`src/hw/rtl/pir_pkg.sv`:
```
// Shared types and constants for the inscribed-radius block.
// Used by the front, queue and back modules and the top level.
package pir_pkg;

    // Raw field width of every coordinate, normal and offset.
    localparam int unsigned WORD_W = 32;
    // Width of exact sums of squares and of the numerator.
    localparam int unsigned WIDE_W = 64;
    // Width of the radius cap register.
    localparam int unsigned CAP_W = 31;
    // Reset value of the radius cap (10000.0 at 16 fraction bits).
    localparam logic [CAP_W-1:0] CAP_RESET = 31'd655360000;
    // Depth of the queue between front and back.
    localparam int unsigned QUEUE_DEPTH = 2;
    localparam int unsigned QPTR_W = $clog2(QUEUE_DEPTH);
    localparam int unsigned QCNT_W = $clog2(QUEUE_DEPTH + 1);
    // Register address of the radius cap.
    localparam logic [2:0] ADDR_RADIUS_CAP = 3'd0;

    // One classified face, handed from front to back.
    typedef struct packed {
        logic signed [WIDE_W-1:0] num;     // b - a.p, products truncated toward zero
        logic [WIDE_W-1:0]        sq;      // |a|^2, exact
        logic                     zero;    // normal is all zero
        logic                     last;    // final face of the polytope
    } face_t;

    // Queue status seen by both sides.
    typedef struct packed {
        logic push;
        logic pop;
        logic full;
        logic empty;
    } queue_ctl_t;

endpackage

```
`src/hw/rtl/pir_front.sv`:
```
// Front end: accepts a face beat, forms |a|^2 and b - a.p with one shared
// multiplier, then pushes the result into the queue.
module pir_front #(
    parameter int unsigned FRAC_BITS = 16
) (
    input  logic                              clk,
    input  logic                              rst_n,
    input  logic                              in_valid,
    output logic                              in_stall,
    input  logic signed [pir_pkg::WORD_W-1:0] point_x,
    input  logic signed [pir_pkg::WORD_W-1:0] point_y,
    input  logic signed [pir_pkg::WORD_W-1:0] point_z,
    input  logic signed [pir_pkg::WORD_W-1:0] normal_x,
    input  logic signed [pir_pkg::WORD_W-1:0] normal_y,
    input  logic signed [pir_pkg::WORD_W-1:0] normal_z,
    input  logic signed [pir_pkg::WORD_W-1:0] face_offset,
    input  logic                              last_face,
    input  logic                              q_full,
    output logic                              q_push,
    output pir_pkg::face_t                    q_data
);
    import pir_pkg::*;

    localparam logic [2:0] STEP_ACC_LAST = 3'd6;
    localparam logic [2:0] STEP_PUSH     = 3'd7;

    logic                     busy_reg, busy_next;
    logic [2:0]               step_reg, step_next;
    logic signed [WORD_W-1:0] nx_reg, ny_reg, nz_reg, px_reg, py_reg, pz_reg;
    logic                     last_reg;
    logic signed [WIDE_W-1:0] prod_reg;
    logic [WIDE_W-1:0]        sq_reg, sq_next;
    logic signed [WIDE_W-1:0] num_reg, num_next;
    logic signed [WORD_W-1:0] op_a, op_b;
    logic signed [WIDE_W-1:0] prod_trunc;
    logic                     accept;

    assign in_stall = busy_reg;
    assign accept   = in_valid && !busy_reg;

    // Operand selection: three squares first, then three dot-product terms.
    always_comb
    begin
        case (step_reg)
            3'd0: begin op_a = nx_reg; op_b = nx_reg; end
            3'd1: begin op_a = ny_reg; op_b = ny_reg; end
            3'd2: begin op_a = nz_reg; op_b = nz_reg; end
            3'd3: begin op_a = nx_reg; op_b = px_reg; end
            3'd4: begin op_a = ny_reg; op_b = py_reg; end
            3'd5: begin op_a = nz_reg; op_b = pz_reg; end
            default: begin op_a = '0; op_b = '0; end
        endcase
    end

    // Product cut to the working fraction, truncated toward zero.
    always_comb
    begin
        if (prod_reg[WIDE_W-1])
            prod_trunc = -((-prod_reg) >>> FRAC_BITS);
        else
            prod_trunc = prod_reg >>> FRAC_BITS;
    end

    // Accumulate the product registered in the previous step.
    always_comb
    begin
        sq_next  = sq_reg;
        num_next = num_reg;
        if (busy_reg)
        begin
            case (step_reg)
                3'd1, 3'd2, 3'd3: sq_next = sq_reg + prod_reg;
                3'd4, 3'd5, STEP_ACC_LAST: num_next = num_reg - prod_trunc;
                default: ;
            endcase
        end
    end

    // Sequencer for the seven compute steps and the push.
    always_comb
    begin
        busy_next = busy_reg;
        step_next = step_reg;
        if (accept)
        begin
            busy_next = 1'b1;
            step_next = '0;
        end
        else if (busy_reg)
        begin
            if (step_reg == STEP_PUSH)
            begin
                if (!q_full)
                    busy_next = 1'b0;
            end
            else
            begin
                step_next = step_reg + 3'd1;
            end
        end
    end

    assign q_push      = busy_reg && (step_reg == STEP_PUSH) && !q_full;
    assign q_data.num  = num_reg;
    assign q_data.sq   = sq_reg;
    assign q_data.zero = (sq_reg == '0);
    assign q_data.last = last_reg;

    // Control state.
    always_ff @(posedge clk or negedge rst_n)
    begin
        if (!rst_n)
        begin
            busy_reg <= 1'b0;
            step_reg <= '0;
        end
        else
        begin
            busy_reg <= busy_next;
            step_reg <= step_next;
        end
    end

    // Operand capture, shared multiplier and accumulators.
    always_ff @(posedge clk)
    begin
        if (accept)
        begin
            nx_reg   <= normal_x;
            ny_reg   <= normal_y;
            nz_reg   <= normal_z;
            px_reg   <= point_x;
            py_reg   <= point_y;
            pz_reg   <= point_z;
            last_reg <= last_face;
            sq_reg   <= '0;
            num_reg  <= WIDE_W'(face_offset);
        end
        else
        begin
            sq_reg  <= sq_next;
            num_reg <= num_next;
        end
        prod_reg <= op_a * op_b;
    end

endmodule

```
`src/hw/rtl/pir_queue.sv`:
```
// Short queue of classified faces between the front and back ends.
// Depends on pir_pkg for the face type and depth.
module pir_queue (
    input  logic                clk,
    input  logic                rst_n,
    input  logic                push,
    input  pir_pkg::face_t      wr_data,
    input  logic                pop,
    output pir_pkg::face_t      rd_data,
    output pir_pkg::queue_ctl_t ctl
);
    import pir_pkg::*;

    face_t              slot_reg [QUEUE_DEPTH];
    logic [QPTR_W-1:0]  wr_ptr_reg, rd_ptr_reg;
    logic [QCNT_W-1:0]  count_reg, count_next;

    assign ctl.push  = push;
    assign ctl.pop   = pop;
    assign ctl.full  = (count_reg == QCNT_W'(QUEUE_DEPTH));
    assign ctl.empty = (count_reg == '0);
    assign rd_data   = slot_reg[rd_ptr_reg];

    // Occupancy update.
    always_comb
    begin
        count_next = count_reg;
        case ({push, pop})
            2'b10:   count_next = count_reg + 1'b1;
            2'b01:   count_next = count_reg - 1'b1;
            default: ;
        endcase
    end

    // Pointers and count.
    always_ff @(posedge clk or negedge rst_n)
    begin
        if (!rst_n)
        begin
            wr_ptr_reg <= '0;
            rd_ptr_reg <= '0;
            count_reg  <= '0;
        end
        else
        begin
            if (push)
                wr_ptr_reg <= (wr_ptr_reg == QPTR_W'(QUEUE_DEPTH - 1)) ? '0 : wr_ptr_reg + 1'b1;
            if (pop)
                rd_ptr_reg <= (rd_ptr_reg == QPTR_W'(QUEUE_DEPTH - 1)) ? '0 : rd_ptr_reg + 1'b1;
            count_reg <= count_next;
        end
    end

    // Entry storage.
    always_ff @(posedge clk)
    begin
        if (push)
            slot_reg[wr_ptr_reg] <= wr_data;
    end

endmodule

```
`src/hw/rtl/pir_back.sv`:
```
// Back end: integer square root, bit-serial division, running minimum and
// the output register. Depends on pir_pkg for the face type and widths.
module pir_back #(
    parameter int unsigned FRAC_BITS = 16
) (
    input  logic                              clk,
    input  logic                              rst_n,
    input  logic                              q_empty,
    input  pir_pkg::face_t                    q_data,
    output logic                              q_pop,
    input  logic [pir_pkg::CAP_W-1:0]         radius_cap,
    output logic                              out_valid,
    input  logic                              out_stall,
    output logic signed [pir_pkg::WORD_W-1:0] radius,
    output logic                              degenerate_seen
);
    import pir_pkg::*;

    localparam int unsigned SQRT_STEPS = WIDE_W / 2;
    localparam int unsigned SQRT_CNT_W = $clog2(SQRT_STEPS);
    localparam int unsigned DIV_STEPS  = WIDE_W + FRAC_BITS;
    localparam int unsigned DIV_CNT_W  = $clog2(DIV_STEPS);
    localparam int unsigned ROOT_W     = WIDE_W / 2;
    localparam int unsigned REM_W      = ROOT_W + 3;

    localparam logic [2:0] ST_IDLE = 3'd0;
    localparam logic [2:0] ST_SQRT = 3'd1;
    localparam logic [2:0] ST_DIV  = 3'd2;
    localparam logic [2:0] ST_MIN  = 3'd3;
    localparam logic [2:0] ST_EMIT = 3'd4;

    localparam logic signed [WORD_W-1:0] SAT_MAX = {1'b0, {(WORD_W-1){1'b1}}};
    localparam logic signed [WORD_W-1:0] SAT_MIN = {1'b1, {(WORD_W-1){1'b0}}};

    logic [2:0]                state_reg;
    logic [SQRT_CNT_W-1:0]     sqrt_cnt_reg;
    logic [DIV_CNT_W-1:0]      div_cnt_reg;
    logic [WIDE_W-1:0]         src_reg;
    logic [REM_W-1:0]          srem_reg, srem_shift, strial;
    logic [ROOT_W-1:0]         root_reg;
    logic [DIV_STEPS-1:0]      dvd_reg;
    logic [ROOT_W-1:0]         drem_reg;
    logic [ROOT_W:0]           dtrial;
    logic [WORD_W-1:0]         quo_reg;
    logic                      ovf_reg;
    logic                      neg_reg;
    logic                      last_reg;
    logic [WIDE_W-1:0]         mag;
    logic signed [WIDE_W-1:0]  num_reg;
    logic signed [WORD_W-1:0]  min_reg, face_dist, base;
    logic                      min_valid_reg, deg_reg;
    logic                      out_free;

    assign out_free = !out_valid || !out_stall;
    assign q_pop    = (state_reg == ST_IDLE) && !q_empty;
    assign mag      = num_reg[WIDE_W-1] ? WIDE_W'(-num_reg) : WIDE_W'(num_reg);

    // One root bit per step: bring down two radicand bits and trial-subtract.
    assign srem_shift = {srem_reg[REM_W-3:0], src_reg[WIDE_W-1 -: 2]};
    assign strial     = {1'b0, root_reg, 2'b01};

    // One quotient bit per step.
    assign dtrial = {drem_reg, dvd_reg[DIV_STEPS-1]};

    // Saturated signed distance from the finished quotient.
    always_comb
    begin
        if (neg_reg)
            face_dist = (ovf_reg || quo_reg[WORD_W-1]) ? SAT_MIN : -$signed(quo_reg);
        else
            face_dist = (ovf_reg || quo_reg[WORD_W-1]) ? SAT_MAX : $signed(quo_reg);
        base = min_valid_reg ? min_reg : $signed({1'b0, radius_cap});
    end

    // Sequencer and control flags.
    always_ff @(posedge clk or negedge rst_n)
    begin
        if (!rst_n)
        begin
            state_reg     <= ST_IDLE;
            min_valid_reg <= 1'b0;
            deg_reg       <= 1'b0;
            out_valid     <= 1'b0;
        end
        else
        begin
            // The output register loads in the emit state and empties when taken.
            if (state_reg == ST_EMIT && out_free)
                out_valid <= 1'b1;
            else if (out_valid && !out_stall)
                out_valid <= 1'b0;
            case (state_reg)
                ST_IDLE:
                begin
                    if (!q_empty)
                    begin
                        if (q_data.zero)
                        begin
                            deg_reg   <= 1'b1;
                            state_reg <= q_data.last ? ST_EMIT : ST_IDLE;
                        end
                        else
                        begin
                            state_reg <= ST_SQRT;
                        end
                    end
                end
                ST_SQRT:
                begin
                    if (sqrt_cnt_reg == SQRT_CNT_W'(SQRT_STEPS - 1))
                        state_reg <= ST_DIV;
                end
                ST_DIV:
                begin
                    if (div_cnt_reg == DIV_CNT_W'(DIV_STEPS - 1))
                        state_reg <= ST_MIN;
                end
                ST_MIN:
                begin
                    min_valid_reg <= 1'b1;
                    state_reg     <= last_reg ? ST_EMIT : ST_IDLE;
                end
                ST_EMIT:
                begin
                    if (out_free)
                    begin
                        min_valid_reg <= 1'b0;
                        deg_reg       <= 1'b0;
                        state_reg     <= ST_IDLE;
                    end
                end
                default: state_reg <= ST_IDLE;
            endcase
        end
    end

    // Datapath of the root, the divider and the minimum.
    always_ff @(posedge clk)
    begin
        case (state_reg)
            ST_IDLE:
            begin
                src_reg      <= q_data.sq;
                num_reg      <= q_data.num;
                last_reg     <= q_data.last;
                srem_reg     <= '0;
                root_reg     <= '0;
                sqrt_cnt_reg <= '0;
            end
            ST_SQRT:
            begin
                src_reg      <= src_reg << 2;
                sqrt_cnt_reg <= sqrt_cnt_reg + 1'b1;
                if (srem_shift >= strial)
                begin
                    srem_reg <= srem_shift - strial;
                    root_reg <= {root_reg[ROOT_W-2:0], 1'b1};
                end
                else
                begin
                    srem_reg <= srem_shift;
                    root_reg <= {root_reg[ROOT_W-2:0], 1'b0};
                end
                // Load the dividend for the following division.
                dvd_reg     <= {mag, {FRAC_BITS{1'b0}}};
                neg_reg     <= num_reg[WIDE_W-1];
                drem_reg    <= '0;
                quo_reg     <= '0;
                ovf_reg     <= 1'b0;
                div_cnt_reg <= '0;
            end
            ST_DIV:
            begin
                dvd_reg     <= dvd_reg << 1;
                div_cnt_reg <= div_cnt_reg + 1'b1;
                ovf_reg     <= ovf_reg | quo_reg[WORD_W-1];
                if (dtrial >= {1'b0, root_reg})
                begin
                    drem_reg <= ROOT_W'(dtrial - {1'b0, root_reg});
                    quo_reg  <= {quo_reg[WORD_W-2:0], 1'b1};
                end
                else
                begin
                    drem_reg <= dtrial[ROOT_W-1:0];
                    quo_reg  <= {quo_reg[WORD_W-2:0], 1'b0};
                end
            end
            ST_MIN:
            begin
                min_reg <= (face_dist < base) ? face_dist : base;
            end
            ST_EMIT:
            begin
                if (out_free)
                begin
                    radius          <= min_valid_reg ? min_reg : $signed({1'b0, radius_cap});
                    degenerate_seen <= deg_reg;
                end
            end
            default: ;
        endcase
    end

endmodule

```
`src/hw/rtl/polytope_inscribed_radius.sv`:
```
// Inscribed radius of a convex polytope at a query point: each face beat
// gives (b - a.p)/|a| in signed fixed point, the minimum is emitted on the
// last face. A face with a nonzero normal holds the back end through the
// pop, the one-bit-per-cycle square root and divider, and the minimum
// step; the last face also loads the output register. The front end
// computes the next face's sums meanwhile, and a two-entry queue lets it
// run ahead. A zero-normal face sets degenerate_seen. The radius cap sits
// at APB byte address 0.
module polytope_inscribed_radius #(
    parameter int unsigned FRAC_BITS = 16
) (
    input  logic                              clk,
    input  logic                              rst_n,
    // APB configuration port
    input  logic                              psel,
    input  logic                              penable,
    input  logic                              pwrite,
    input  logic [2:0]                        paddr,
    input  logic [31:0]                       pwdata,
    output logic [31:0]                       prdata,
    output logic                              pready,
    // Face input channel
    input  logic                              in_valid,
    output logic                              in_stall,
    input  logic signed [pir_pkg::WORD_W-1:0] point_x,
    input  logic signed [pir_pkg::WORD_W-1:0] point_y,
    input  logic signed [pir_pkg::WORD_W-1:0] point_z,
    input  logic signed [pir_pkg::WORD_W-1:0] normal_x,
    input  logic signed [pir_pkg::WORD_W-1:0] normal_y,
    input  logic signed [pir_pkg::WORD_W-1:0] normal_z,
    input  logic signed [pir_pkg::WORD_W-1:0] face_offset,
    input  logic                              last_face,
    // Result channel
    output logic                              out_valid,
    input  logic                              out_stall,
    output logic signed [pir_pkg::WORD_W-1:0] radius,
    output logic                              degenerate_seen
);
    import pir_pkg::*;

    logic [CAP_W-1:0] cap_reg;
    face_t            push_data, pop_data;
    queue_ctl_t       qctl;
    logic             q_push, q_pop;

    // Configuration register.
    assign pready = 1'b1;
    assign prdata = (paddr == ADDR_RADIUS_CAP) ? {1'b0, cap_reg} : '0;

    always_ff @(posedge clk or negedge rst_n)
    begin
        if (!rst_n)
            cap_reg <= CAP_RESET;
        else if (psel && penable && pwrite && paddr == ADDR_RADIUS_CAP)
            cap_reg <= pwdata[CAP_W-1:0];
    end

    // Front end.
    pir_front #(.FRAC_BITS(FRAC_BITS)) u_front (
        .clk         (clk),
        .rst_n       (rst_n),
        .in_valid    (in_valid),
        .in_stall    (in_stall),
        .point_x     (point_x),
        .point_y     (point_y),
        .point_z     (point_z),
        .normal_x    (normal_x),
        .normal_y    (normal_y),
        .normal_z    (normal_z),
        .face_offset (face_offset),
        .last_face   (last_face),
        .q_full      (qctl.full),
        .q_push      (q_push),
        .q_data      (push_data)
    );

    // Queue between the two ends.
    pir_queue u_queue (
        .clk     (clk),
        .rst_n   (rst_n),
        .push    (q_push),
        .wr_data (push_data),
        .pop     (q_pop),
        .rd_data (pop_data),
        .ctl     (qctl)
    );

    // Back end.
    pir_back #(.FRAC_BITS(FRAC_BITS)) u_back (
        .clk             (clk),
        .rst_n           (rst_n),
        .q_empty         (qctl.empty),
        .q_data          (pop_data),
        .q_pop           (q_pop),
        .radius_cap      (cap_reg),
        .out_valid       (out_valid),
        .out_stall       (out_stall),
        .radius          (radius),
        .degenerate_seen (degenerate_seen)
    );

`ifndef SYNTHESIS
    // The front end never pushes into a full queue.
    a_no_overflow: assert property (@(posedge clk) disable iff (!rst_n)
        qctl.push |-> !qctl.full)
        else $error("face pushed into a full queue");

    // The back end never pops an empty queue.
    a_no_underflow: assert property (@(posedge clk) disable iff (!rst_n)
        qctl.pop |-> !qctl.empty)
        else $error("face popped from an empty queue");

    // A stalled result beat stays valid and unchanged until it is taken.
    a_result_stable: assert property (@(posedge clk) disable iff (!rst_n)
        out_valid && out_stall |=>
            out_valid && $stable(radius) && $stable(degenerate_seen))
        else $error("stalled result beat changed");
`endif

endmodule
```
`config.mk`:
```
export PLATFORM = sky130hd
export DESIGN_NAME = polytope_inscribed_radius
export DESIGN_NICKNAME = d
export VERILOG_FILES = /design/src/hw/rtl/pir_pkg.sv /design/src/hw/rtl/pir_front.sv /design/src/hw/rtl/pir_queue.sv /design/src/hw/rtl/pir_back.sv /design/src/hw/rtl/polytope_inscribed_radius.sv
export SDC_FILE = /design/constraint.sdc
export NUM_CORES = 2
export LEC_CHECK = 0
export ABC_AREA = 1
export BUFFER_PORTS_ARGS = -buffer_cell sky130_fd_sc_hd__buf_2
export CAP_MARGIN = 15
export CORE_MARGIN = 2
export CORE_UTILIZATION = 65
export CTS_BUF_LIST = sky130_fd_sc_hd__clkbuf_8 sky130_fd_sc_hd__clkbuf_16
export DETAILED_ROUTE_END_ITERATION = 16
export GPL_ROUTABILITY_DRIVEN = 0
export PLACE_DENSITY_LB_ADDON = 0.08
export SETUP_SLACK_MARGIN = 0.05
export SYNTH_ARGS = -nofsm -noshare
export SYNTH_HDL_FRONTEND = slang
export SYNTH_HIERARCHICAL = 1
export SYNTH_SLANG_ARGS = --single-unit
```
`constraint.sdc`:
```
create_clock -name clk -period 10.3 [get_ports clk]
set_input_delay 2.575 -clock clk [delete_from_list [all_inputs] [get_ports clk]]
set_output_delay 2.575 -clock clk [all_outputs]
set_load 0.05 [all_outputs]
```
==> run_results.csv <==
group,metric,value,unit
setup_path,crit_path_end_kind,"flip-flop",
floorplan,die_h,392,µm
sta,skew,0.0940,ns
layout,largest_reg_flops,260,
sta,relSlewSlack,18.1,%
grt,grt_start_max_net_pins,192,
setup_path,worstPathMaxFanout,16,
cts,cts.sinks,1091,
cts,clkLatencyLatePin,0.79,ns
layout,nets,13400,
setup_path,critical_path_arrival,10.77,ns
cts,cts-root-buf,"clkbuf_16",
setup_path,r2r-end,"u_front/prod_reg[62]",
layout,drive_above_1_share,9.00,%
cts,holdBufCountCts,0,
yosys,ys_warn_count,6,
routing,wl_per_cell,22.3,µm
layout,n_fill_cell,11700,
layout,areaGrowthSynthToFinish,8.23,%
cts,cts_resized,0,
routing,vias,82400,
setup_path,start_kind,"flip-flop",
sta,slew_violations,0,
cts,clkSlewWorstSetupHoldPaths,0.07,ns
yosys,syn-num-nets,13200,
setup_path,reg2reg_depth,30,
routing,drtPass1Iterations,9,
sta,rsz0062_at_grt,"true",
flow_run,drv_cap,0,
hold_path,hold_path_class,"reg -> reg",
yosys,synth_area,98100,µm²
floorplan,die_width,392,µm
setup_path,cpMostUsedCell,"fa_1",
floorplan,rows,142,
floorplan,io_pins,335,
floorplan,design.die.area,154000,µm²
place,dp_hpwl,235000,µm
sta,post-route-period-util,97.9,%
cts,cts_inserted_buffers,113,
setup_path,critPathMaxStageDelay,0.85,ns
layout,final_core_util,70.9,%
grt,grt_pass1_vias,82700,
routing,drtAntennaViolNets,0,
routing,drt_iter0_drc,9357,
setup_path,critPathKind,"reg -> reg",
setup_path,reg2reg_slack,0.22,ns
sta,finalCriticalPeriod,10.08,ns
sta,hold_viol_final,0,
sta,worst_slack,0.220,ns
cts,h-tree-depth,3,
grt,grt_pass1_wl,468000,µm
routing,drc_errors,0,
setup_path,regToRegStartpoint,"u_front/step_reg[0]",
setup_path,required,10.99,ns
cts,postCtsSetupBuffers,0,
yosys,netlist_instances,11400,
routing,drt_wl_total,307000,µm
outcome,status,"finished clean",
sta,timing.fmax,99.2,MHz
routing,vias_per_cell,5.98,
sta,worstMarginPinSlew,1.23,ns
cts,cts_tree,"done",
setup_path,crit_path_end,"u_front/prod_reg[62]",
grt,antenna_found_initial,19,
layout,fin_area,106000,µm²
place,preCtsSetupSlack,0.414,ns
grt,grt-ovfl-total,0,
sta,fin_setup_tns,0,ns
setup_path,slowest_stage,"fa_1",
place,port_buffers,331,
sta,setup_viol,0,
floorplan,core,150000,µm²
grt,track_usage,40.2,%
floorplan,start_util,65.5,%
setup_path,cp-startpoint,"u_front/step_reg[0]",
cts,cts_buffer_depth,3,
yosys,syn_area_per_cell,8.61,µm²
place,dpl_cell_area,102000,µm²
==> routing by layer <==
layer  wire length (µm)  global-route usage [%]  vias up
li1                   -                       -    36500
met1             110000                    50.7    39300
met2             136000                    62.5     5265
met3              38500                    10.5     1321
met4              23200                    24.4       12
met5                 68                       0        -
==> metrics by stage <==
step / std cells / hold slack (ns)
floorplan: 11400 / 0.425
global placement: 13600 / 0.430
detailed placement: 13600 / 0.445
CTS: 13800 / 0.457
global route: 13800 / 0.473
finish: 13800 / 0.461
==> area by class of cell <==
class,count,area [µm²],share of cell area (%)
inverter,2087,7850,7.40
tap,2016,2520,2.38
timing repair buffer,501,3020,2.84
clock buffer,124,3020,2.85
antenna,8,20.0,0.0189
sequential,1091,31300,29.4
multi-input combinational,7864,57600,54.3
clock inverter,84,816,0.768
==> layout by cell type (no fill, tap or decap), drive strengths merged, types with 13 or more instances in the layout <==
| cell type | n |
|---|---|
| a21oi | 452 |
| dfxtp | 128 |
| edfxtp | 918 |
| clkbuf | 124 |
| nor3 | 80 |
| xnor2 | 96 |
| nand2 | 2296 |
| buf | 501 |
| a21o | 39 |
| clkinv | 65 |
| nor4 | 76 |
| o21ai | 654 |
| ha | 420 |
| a22o | 27 |
| nand4 | 71 |
| dfrtp | 40 |
| xor2 | 193 |
| fa | 1085 |
| o211ai | 32 |
| nand3 | 388 |
| o21a | 19 |
| a31oi | 69 |
| inv | 2093 |
| a221oi | 43 |
| nand3b | 13 |
| or2 | 61 |
| nor2 | 1619 |
| o21bai | 72 |
==> worst max-delay path: cells and delay by family, from the launching register on <==
| family | cells | cell delay [ns] |
|---|---|---|
| flops | 1 | 0.40 |
| fa+ha+maj | 10 | 5.42 |
| compound gates | 1 | 0.24 |
| xor+xnor | 1 | 0.14 |
| simple gates | 9 | 1.55 |
| buf+inv | 9 | 2.26 |
==> worst min-delay path by stage <==
stage | cells past startpoint | slack [ns] | endpoint | start
final | 0 | 0.46 | u_queue/slot_reg[1][14] | u_front/sq_reg[12]
after global routing | 0 | 0.47 | u_back/degenerate_seen | u_back/deg_reg
after CTS | 0 | 0.46 | u_queue/slot_reg[1][14] | u_front/sq_reg[12]
after detailed placement | 0 | 0.45 | u_back/degenerate_seen | u_back/deg_reg
after global placement | 0 | 0.43 | u_back/degenerate_seen | u_back/deg_reg
after floorplan | 0 | 0.42 | u_back/degenerate_seen | u_back/deg_reg
Power is not shown: default switching activity piles up to over one toggle a cycle in this logic, so the estimate is an artifact.
